<file path="src/hw/rtl/opm_ram.sv">
// ----------------------------------------------------------------------------
// opm_ram: generic single-port RAM
// One write or one read per cycle, read data registered.
// ----------------------------------------------------------------------------
module opm_ram #(
	parameter int WIDTH = 16,
	parameter int DEPTH = 256,
	localparam int AW = (DEPTH > 1) ? $clog2(DEPTH) : 1
) (
	input  logic             clk,
	input  logic             we,
	input  logic [AW-1:0]    addr,
	input  logic [WIDTH-1:0] wdata,
	output logic [WIDTH-1:0] rdata
);

	logic [WIDTH-1:0] mem [DEPTH];

	// write port and registered read
	always_ff @(posedge clk) begin
		if (we) begin
			mem[addr] <= wdata;
		end
		rdata <= mem[addr];
	end

endmodule

</file>
<file path="config.mk">
export PLATFORM = sky130hd
export DESIGN_NAME = opm_ram
export DESIGN_NICKNAME = d
export VERILOG_FILES = /design/src/hw/rtl/opm_ram.sv
export SDC_FILE = /design/constraint.sdc
export NUM_CORES = 2
export LEC_CHECK = 0
export BUFFER_PORTS_ARGS = -buffer_cell sky130_fd_sc_hd__buf_2
export CORE_MARGIN = 2
export CORE_UTILIZATION = 39
export CTS_BUF_LIST = sky130_fd_sc_hd__clkbuf_8
export CTS_CLUSTER_SIZE = 28
export DETAILED_ROUTE_END_ITERATION = 10
export GPL_ROUTABILITY_DRIVEN = 0
export HOLD_SLACK_MARGIN = 0.15
export MAX_ROUTING_LAYER = met4
export PLACE_DENSITY = 0.66
export SYNTH_ARGS = -nofsm -noshare
export SYNTH_HDL_FRONTEND = slang
export SYNTH_SLANG_ARGS = --single-unit
</file>
<file path="constraint.sdc">
create_clock -name clk -period 2.91 [get_ports clk]
set_input_delay 0 -clock clk [delete_from_list [all_inputs] [get_ports clk]]
set_output_delay 0 -clock clk [all_outputs]
set_load 0.02 [all_outputs]
</file>
### After elaboration in Yosys (flattened, before gate mapping)

Memories as Yosys holds them, arrays and structs flattened. A register that Yosys moved wholly into a read port is not among the register bits.
Index checks and enable logic that the tools add are counted.

| storage, ports and cells | value |
|---|---|
| bits in registers | 0 |
| bits in writable memories | 4,096 |
| output and inout port bits | 16 |
| logic and storage cells | 3 |
| memories | 1 |

| cells by class | value |
|---|---|
| mux-type cells | 2 |

Memory list:

| name | words | width | rd ports | clocked after Yosys merged registers in | wr ports | RTL line | RTL |
|---|---|---|---|---|---|---|---|
| mem | 256 | 16 | 1 | 1 | 1 | 17 | `logic [WIDTH-1:0] mem [DEPTH];` |

Operators with widths:

| cell | number |
|---|---|
| 1-bit 2-to-1 mux | 2 |

### Depth between registers and ports, before layout

| depth | value |
|---|---|
| word-level depth | 2 |
| gate-level depth with buffers | 10 |
| gate-level depth less buffers | 5 |

### Worst setup path before layout

Ideal clock, no wire load.

| timing | value |
|---|---|
| path kind | input to register |
| start point | input addr[0] |
| end point | memory mem[145][0], enable pin |
| arrival | 2.289 ns |
| path slack | 0.212 ns |
| stages on the path | 7 |
| cells stage by stage | clkbuf_1 > buf_6 > clkbuf_1 > buf_2 > nand2b_1 > clkbuf_1 > nor3_1 |

RTL lines:

| what | RTL line | RTL |
|---|---|---|
| from (decl) | 12 | `input logic [AW-1:0] addr,` |
| to (decl) | 17 |  |

Straight into the memory's write port.

==> flow_metrics.tcl <==
set metrics [dict create \
    status "finished with violations" \
    violations "negative setup slack" \
    die-area_um2 404000 \
    setup_ws_ns -0.00550 \
    cp-start-kind "flop" \
    power_density_nw_per_um2 639 \
    ys_types 22 \
    grt_remaining_overflow 0 \
    worst-path-buf-inv 0 \
    clock-sinks 4112 \
    synth_edf_count 4096 \
    area_growth_syn_to_layout_pct 16.8 \
    clockRootBuffer "clkbuf_8" \
    antenna_found_initial 20 \
    fin_area_um2 182000 \
    synthFlopType "edfxtp_1" \
    max_freq_mhz 343 \
    place_area_um2 169000 \
    drive_above_1_share_pct 32.9 \
    finalWirelength_um 416000 \
    hpwl_um 248000 \
    worst-setup-path-type "flop to flop" \
    drc 0 \
    htreeDepth 6 \
    grt_setup_unrepaired "no" \
    clk_path_buf_depth 4 \
    r2r-end "rdata[11]" \
    period_minus_slack_ns 2.92 \
    worstPathArrival_ns 3.94 \
    setup_viol_count_final 1 \
    dieWidth_um 635 \
    cts_buffers 639 \
    relSlewSlack_pct 23.7 \
    p_leak_uw 0.0571 \
    cpPeakStageDelay_ns 1.02 \
    r2r-start "mem[15][11]" \
    fin_util_pct 45.8 \
    die_h_um 635 \
    maxCapViolCount 0 \
    grt_max_degree 118 \
    ys_seq_area_share_pct 79.4 \
    r2r_cells 5 \
    crit_path_end_kind "flop" \
    placementRows 231 \
    avgViaCountPerCell 5.77 \
    syn_area_um2 155000 \
    clock_latency_ns 1.20 \
    grt_pass1_vias 79463 \
    wl_per_cell_um 30.5 \
    crit_required_ns 3.94 \
    yosys_warnings 0 \
    syn_avg_cell_area_um2 23.1 \
    tightest_slew_ns 1.13 \
    synth_nets 6753 \
    crit_chain "mux4_2 -> a22oi_1 -> a21oi_1 -> o41ai_1 -> nand4_1" \
    slew_violations 0 \
    min_from "addr[2]" \
    coreArea_um2 396000 \
    drt_iter0_markers 10341 \
    critPathSlowestCell "o41ai_1" \
    setup_tns_ns -0.00550 \
    vias 78660 \
    cts_tree "done" \
    syn_inst 6727 \
    numPortBuffers 41 \
    grt.total_usage_pct 20.8 \
    report.power.total_uw 116000 \
    clkTransAtPathRegs_ns 0.06 \
    drtAntennaViolNets 0 \
    cp_max_fo 1 \
    io_pins 42 \
    ir_drop_mv 0.464 \
    whs_endpoint "mem[149][7]" \
    fill_cells 32167 \
    fin_crit_sh_pct 100 \
    rrSetupSlack_ns -0.006 \
    grt_pass1_wl_um 590000 \
    critPathTopFamily "compound AO/OA/AOI/OAI gates" \
    whs_path_depth 5 \
    ys_async_sr_fraction_pct 0 \
    drt-pass1-iter-count 6 \
    hold_viol 0 \
    hold_path.class "primary input to flop" \
    initial_core_util_pct 39.2 \
    nets 7884 \
    ys_seq_elements 4112 \
    finClkSkew_ns 0.0468 \
    cts_setup_buffers 0 \
]
[Yosys cell counts (25+ instances only)]
library cell,count,area share (%)
a21oi_1,256,0.82
a22oi_1,512,2.5
buf_1,54,0.13
buf_2,76,0.24
buf_6,25,0.18
clkbuf_1,249,0.60
edfxtp_1,4096,79
mux4_2,1024,15
nand2_1,28,0.068
nor2_1,232,0.56
nor3_1,30,0.097
o41ai_1,64,0.36
[layout by cell type, fill, tap and decap left out, types with 12 or more instances in the layout]
cell type / n
edfxtp_1: 4096
mux4_2: 1024
clkbuf_8: 656
buf_4: 636
a22oi_1: 511
a21oi_1: 256
nor2_1: 219
inv_1: 200
buf_12: 171
clkinv_1: 158
clkinv_2: 63
dlygate4sd3_1: 48
o41ai_1: 39
diode_2: 35
nor3_2: 30
nand2_1: 27
o41ai_2: 23
buf_2: 23
clkinvlp_4: 19
buf_8: 17
nand4_1: 16
inv_6: 16
dfxtp_1: 16
buf_16: 14
nor2_2: 12
[cells by family after synthesis]
kind of cell           Yosys count  share of synthesized area, %
AOI/OAI and AO/OA              832                          3.66
and+or+nand+nor                338                         0.907
DFF                           4112                          79.4
buffers and inverters          421                          1.24
muxes                         1024                          14.8
[per-stage QoR]
| step | setup slack [ns] | hold WS, ns | std cells |
|---|---|---|---|
| global placement | -0.933 | 0.404 | 12395 |
| global route | 0.0148 | 0.340 | 13621 |
| floorplan | 0.212 | 0.0989 | 6727 |
| finish | -0.00550 | 0.360 | 13633 |
| detailed placement | -0.958 | 0.410 | 12395 |
| CTS | 0.00568 | 0.284 | 13598 |
[repair_timing]
action | in CTS | in global routing
setup endpoints to repair | 4 | 3
pin swaps | 0 | 0
gates cloned | 0 | 0
endpoints found under the hold margin | 7808 | 0
gates resized for setup | 7 | 3
hold buffers | 64 | 0
[state kept, by name, summed over array words and instances, names as in the netlist]
name   cells
rdata     16
mem     4096
[worst min-delay path, delay by kind of cell]
family / cells / cell delay (ns)
buf+inv: 3 / 1.01
simple gates: 2 / 0.36
[per-layer routing]
metal	GRT usage, %	share of wire [%]	wire, um
met4	6.80	3.4	14200
met2	33.1	49	204000
met1	27.2	38	159000
met3	3.96	9.4	39300
met5	-	0	0
[worst max path at each step]
| stage | start | end | slack [ns] | cells after the start |
|---|---|---|---|---|
| final | mem[15][11] | rdata[11] | -0.006 | 5 |
| after global routing | mem[190][2] | rdata[2] | 0.01 | 6 |
| after CTS | addr[0] | rdata[2] | 0.006 | 10 |
| after detailed placement | addr[0] | rdata[3] | -0.96 | 9 |
| after global placement | addr[0] | rdata[9] | -0.93 | 10 |
| after floorplan | addr[0] | mem[145][0] | 0.21 | 7 |
[power by group]
| group | leakage (uW) | switching (uW) | internal, uW |
|---|---|---|---|
| Sequential | 0.0369 | 132 | 65300 |
| Combinational | 0.0136 | 3970 | 2370 |
| Clock | 0.00660 | 22400 | 21900 |
| Total | 0.0571 | 26500 | 89600 |
[layout make-up]
class	instances	area [um^2]	share of cell area [%]
Inverter	1	3.75	0.00207
Clock inverter	483	2480	1.37
Clock buffer	656	9030	4.97
Multi-Input combinational cell	2194	30600	16.9
Antenna cell	35	87.6	0.0482
Tap cell	5242	6560	3.61
Timing Repair Buffer	910	9460	5.21
Sequential cell	4112	123000	67.9
No activity file was read; power rests on OpenSTA's default activity.
