**config.mk**
```make
export PLATFORM = sky130hd
export DESIGN_NAME = opm_mac
export DESIGN_NICKNAME = d
export VERILOG_FILES = /design/src/hw/rtl/opm_pkg.sv /design/src/hw/rtl/opm_mac.sv
export SDC_FILE = /design/constraint.sdc
export NUM_CORES = 1
export LEC_CHECK = 0
export BUFFER_PORTS_ARGS = -buffer_cell sky130_fd_sc_hd__buf_2
export CAP_MARGIN = 20
export CORE_MARGIN = 2
export CORE_UTILIZATION = 45
export CTS_BUF_LIST = sky130_fd_sc_hd__clkbuf_4 sky130_fd_sc_hd__clkbuf_8
export CTS_CLUSTER_DIAMETER = 200
export DETAILED_ROUTE_END_ITERATION = 8
export PLACE_DENSITY = 0.67
export REMOVE_ABC_BUFFERS = 1
export SYNTH_ARGS = -nofsm -noshare
export SYNTH_HDL_FRONTEND = slang
export SYNTH_SLANG_ARGS = --single-unit
```
**constraint.sdc**
```tcl
create_clock -name clk -period 8.9 [get_ports clk]
set_input_delay 1.78 -clock clk [delete_from_list [all_inputs] [get_ports clk]]
set_output_delay 1.78 -clock clk [all_outputs]
set_load 0.01 [all_outputs]
```
**src/hw/rtl/opm_pkg.sv**
```systemverilog
// ----------------------------------------------------------------------------
// opm_pkg: shared types and constants for the output projection core
// Word kinds, register indexes, logit width and the MAC control bundle.
// ----------------------------------------------------------------------------
package opm_pkg;

	// logit is signed Q16.24
	localparam int LOGIT_W = 40;

	localparam logic signed [LOGIT_W-1:0] LOGIT_MAX = {1'b0, {(LOGIT_W-1){1'b1}}};
	localparam logic signed [LOGIT_W-1:0] LOGIT_MIN = {1'b1, {(LOGIT_W-1){1'b0}}};

	// input word kinds (carried on tuser)
	localparam logic [1:0] KIND_WEIGHT  = 2'd0;
	localparam logic [1:0] KIND_HIDDEN  = 2'd1;
	localparam logic [1:0] KIND_COMPUTE = 2'd2;

	// configuration register indexes
	localparam logic REG_ROWS    = 1'b0;
	localparam logic REG_COLUMNS = 1'b1;

	// sequencer to MAC controls
	typedef struct packed {
		logic start;   // clear accumulator
		logic en;      // operands valid this cycle
	} opm_mac_ctrl_t;

endpackage

```
**src/hw/rtl/opm_mac.sv**
```systemverilog
// ----------------------------------------------------------------------------
// opm_mac: shared multiply-accumulate unit
// Registered product, then a saturating add into the 40-bit logit accumulator.
// ----------------------------------------------------------------------------
module opm_mac
	import opm_pkg::*;
#(
	parameter int VALUE_BITS = 16
) (
	input  logic                        clk,
	input  logic                        arst_n,
	input  opm_mac_ctrl_t               ctrl,
	input  logic signed [VALUE_BITS-1:0] weight,
	input  logic signed [VALUE_BITS-1:0] hidden,
	output logic signed [LOGIT_W-1:0]   acc
);

	localparam int PW    = 2 * VALUE_BITS;
	localparam int SUM_W = ((PW > LOGIT_W) ? PW : LOGIT_W) + 1;

	localparam logic signed [SUM_W-1:0] SUM_MAX = SUM_W'(LOGIT_MAX);
	localparam logic signed [SUM_W-1:0] SUM_MIN = SUM_W'(LOGIT_MIN);

	logic signed [PW-1:0]      prod_s1;
	logic                      en_s1;
	logic signed [LOGIT_W-1:0] acc_q;
	logic signed [SUM_W-1:0]   sum;

	// stage 1: product register
	always_ff @(posedge clk or negedge arst_n) begin
		if (!arst_n) begin
			en_s1 <= 1'b0;
		end else begin
			en_s1 <= ctrl.en;
		end
	end

	always_ff @(posedge clk) begin
		prod_s1 <= PW'(weight) * PW'(hidden);
	end

	// wide sum, clamped to the logit range
	assign sum = SUM_W'(acc_q) + SUM_W'(prod_s1);

	always_ff @(posedge clk or negedge arst_n) begin
		if (!arst_n) begin
			acc_q <= '0;
		end else if (ctrl.start) begin
			acc_q <= '0;
		end else if (en_s1) begin
			if (sum > SUM_MAX) begin
				acc_q <= LOGIT_MAX;
			end else if (sum < SUM_MIN) begin
				acc_q <= LOGIT_MIN;
			end else begin
				acc_q <= LOGIT_W'(sum);
			end
		end
	end

	assign acc = acc_q;

endmodule

```
After elaboration in Yosys (flattened, before gate mapping)
Cells that the tools add are included.

Logic and storage cells: 12. Latch bits: 0. Output and inout bits: 40. Input bits: 36. RAM bits: 0. Flip-flop bits (word level): 73. ROM bits: 0. Memories: 0.

Shift-type cells: 0. Bitwise operators: 0. Multiplexer cells: 4. $mul: 1. Eq/ne operators: 0. Div/mod/pow operators: 0. Reduce and logical (&&, ||, !) cells: 1. $add $sub $neg: 1. $lt $le $gt $ge: 2.

Operators with widths (number): 40-bit 2-to-1 mux (4); 40-bit by 32-bit adder with 41-bit output (1); 41-bit by 40-bit > comparator with 1-bit output (second input constant) (1); 41-bit by 40-bit less-than comparator with 1-bit output (second input constant) (1); 16-bit by 16-bit multiplier with 32-bit output (1); 2-bit nonzero test (1).

Logic depth before layout (Yosys ltp)
Depth in word-level cells: 6. Depth in mapped cells: 24.

Worst setup path after synthesis
OpenSTA, ideal clock, no wires.

Path type: input port to flip-flop. Start: in weight[15]. End: reg prod_s1[31]. Setup slack: 1178 ps. Data arrival time: 7637 ps. Cell stages on the path: 19. Library setup time: 86 ps. Required time: 8814 ps. Path buffers: 1. Path through: clkbuf_1 -> nand2_1 -> inv_1 -> fa_1 -> fa_1 -> fa_1 -> fa_1 -> fa_1 -> inv_1 -> fa_1 -> inv_1 -> ha_1 -> nand4_1 -> or2_2 -> or4_1 -> a311oi_1 -> o21a_1 -> o21ai_0 -> a211oi_1.

Longest elaborated chain between the ends: 1.

RTL lines: start: declaration (line opm_mac.sv:13) `input logic signed [VALUE_BITS-1:0] weight,`; 16-bit by 16-bit multiplier with 32-bit output (line opm_mac.sv:39) `prod_s1 <= PW'(weight) * PW'(hidden);`; end signal: assignment (line opm_mac.sv:39); end: declaration (line opm_mac.sv:24) `logic signed [PW-1:0] prod_s1;`.

No other way between the ends. A chain may end at the register's enable or synchronous reset.

Worst setup path in the final report
Start: in hidden[1]. End: reg prod_s1[30].

Longest elaborated chain between the ends: 1.

RTL lines: start: declaration (line opm_mac.sv:14) `input logic signed [VALUE_BITS-1:0] hidden,`; 16-bit by 16-bit multiplier with 32-bit output (line opm_mac.sv:39).

No other way between the ends.

==> out/qor.txt <==
area share of fa/ha/maj cells after synthesis -> 47.8%
Slew Limit Fails -> 0
MaxCap Viol Count -> 0
clk sinks -> 73
GR Util All Layers -> 20.6%
Via density -> 5.31
antenna cells -> 0
area of the core -> 31300 µm²
area grow syn2layout -> 6.23%
Critical Path RT -> 9.15 ns
Hold Vio Cnt, Final -> 0
grt ovf -> 0
Die Span Y -> 182 µm
hold path depth -> 1
Layout Skew -> 0.0152 ns
Least-Margin Pin Slew -> 1.05 ns
gp weighted congestion -> 0.879
CP max-delay cell -> fa_1
Die X -> 182 µm
Worst-path clk slew -> 0.08 ns
cells resized by post-CTS repair -> 0
CP Capture Type -> register
Clock Tree Buf Depth -> 2
HPWL after detailed placement -> 26800 µm
CTS Hold Bufs -> 0
setup TNS -> 0 ns
I/O pin total -> 76
largest family of logic cells by synthesized area -> adder cells
synthesized area per cell -> 9.33 µm²
Tcrit/Tclk final -> 89.1%
register area -> 1670 µm²
DRC violations left -> 0
fmax -> 0.126 GHz
Yosys cell types -> 57
commonest cells after routing, fill and taps aside -> inv_1 (305), fa_1 (263), nand2_1 (144)
wire per inst -> 16.7 µm
synthesized area -> 14200 µm²
Setup CP Type -> input port to register
htree depth -> 3
HP Class -> register to register
DIE AREA -> 33000 µm²
CTS tree -> done
relative slew slack -> 29.5%
area of the multi-input gates -> 11200 µm²
via count of the first global-routing pass -> 11000
outcome -> finished clean
commonest non-fill, non-tap cell in the layout -> inv_1
Filler Cell Count -> 2942
final setup violating endpoints -> 0
Rows -> 65
Clk Latency, worst-skew pair -> 0.36 ns
dominant synthesized flop cell -> dfrtp_1
# Post-CTS Setup Buffers -> 0
CP dominant cell by count -> fa_1
post-synthesis simple-gate area fraction -> 13.6%
clock root buffer -> clkbuf_8
fin nets -> 1975
via count -> 10400
proportion of synthesized chip area in sequential cells -> 11.7%
first-pass GRT wire length -> 55200 µm
ys async rst share -> 56.2%
post-route ant nets -> 0
worst-path cell chain -> buf_2 -> nand2_1 -> inv_1 -> fa_1 -> fa_1 -> fa_1 -> fa_1 -> fa_1 -> inv_1 -> fa_1 -> inv_1 -> ha_1 -> a21oi_1 -> o221ai_1 -> a21oi_1 -> o21a_1 -> o31ai_1 -> a2111oi_0 -> o21bai_1 -> a21o_1 -> xor2_1
Post-synth EDFFs -> 0
xor/xnor share of the synthesized area -> 4.49%
R2R depth -> 11
CP Data Arrival Time -> 8.18 ns
final wirelength -> 32700 µm
post-synthesis cell count -> 1525
Synth Area in Compound Gates -> 12.5%
yosys warns -> 0
largest net degree at the start of global routing -> 42
Initial DRC Count -> 595
clock buffer count from CTS -> 9
minimum clock period -> 7.93 ns
Critical Path Source Type -> input port
Synth Register Bits -> 73
mux contribution to synthesized area -> 0.0704%
initial core utilization -> 45.4%
share of cells above drive strength 1 -> 7.12%
largest fanout on the critical path -> 16
initial antenna violation count -> 0
crit-path max cell delay -> 0.92 ns
1st-pass router iterations -> 5
Port Buffers -> 75
RSZ-0062 raised after global routing -> no
-- per-stage QoR --
| stage | instances | hold WS [ns] | setup WS [ns] | cell area, µm² | util, % |
|---|---|---|---|---|---|
| after floorplan | 1464 | 0.467 | 1.42 | 14000 | - |
| after global placement | 1944 | 0.516 | 0.812 | 14900 | 47.5 |
| after detailed placement | 1944 | 0.510 | 0.577 | 14900 | 47.5 |
| after CTS | 1960 | 0.531 | 0.959 | 15100 | 48.2 |
| after global routing | 1961 | 0.559 | 0.659 | 15100 | 48.2 |
| final | 1961 | 0.533 | 0.970 | 15100 | 48.2 |
-- synth_stat cells (all sizes together), types with 36 or more instances --
master / number / share of area (%)
fa: 263 / 37
a21oi: 59 / 2.2
o21ai: 41 / 1.4
inv: 305 / 8.1
and2: 125 / 5.5
xnor2: 46 / 2.9
nand2: 144 / 3.8
dfrtp: 41 / 7.2
ha: 122 / 11
nor2: 36 / 0.95
clkbuf: 50 / 1.3
a21o: 38 / 2.0
a221o: 36 / 2.5
-- cell type report --
class                      instances  area share, %
inverter                         305           7.58
clock buffer                      10          0.870
clock inverter                     6          0.605
sequential                        73           11.0
timing repair buffer              79           2.77
multi-input combinational       1086           73.8
tap                              402           3.33
-- per-layer routing --
layer | track usage, % | share of wire, % | vias to the layer above
met2 | 34.9 | 47 | 269
met1 | 29.2 | 47 | 5227
li1 | - | - | 4886
met4 | 3.32 | 0.96 | 0
met5 | 0 | 0 | -
met3 | 2.21 | 5.0 | 25
-- worst paths after layout --
path	from	endpoint	slack, ns
max in group asynchronous	arst_n	acc[23]	7.22
worst min register to register	en_s1	acc[39]	0.53
worst max register to register	acc[0]	acc[36]	5.24
worst max-delay path	hidden[1]	prod_s1[30]	0.97
worst min-delay path	en_s1	acc[39]	0.53
min in group asynchronous	arst_n	acc[5]	1.23
-- flip-flops by register name, indices dropped and copies added (netlist names) --
register and count:
prod_s1 32, acc 40, en_s1 1
-- critical path: cells and delay by family --
family          cells  cell delay, ns
simple gates        1            0.16
fa+ha+maj           7            3.78
xor+xnor            1            0.14
buf+inv             4            0.53
compound gates      8            1.77
-- cells by family after synthesis --
group	count (synthesis)
DFF	73
buffers and inverters	366
xor gates and xnor gates	72
muxes	1
adders and majority gates	385
AOI/OAI and AO/OA	250
and+or+nand+nor	378
Power is left out: the tool's default activity adds up to more than one toggle a clock period on the data nets, which glitch-free logic cannot reach.
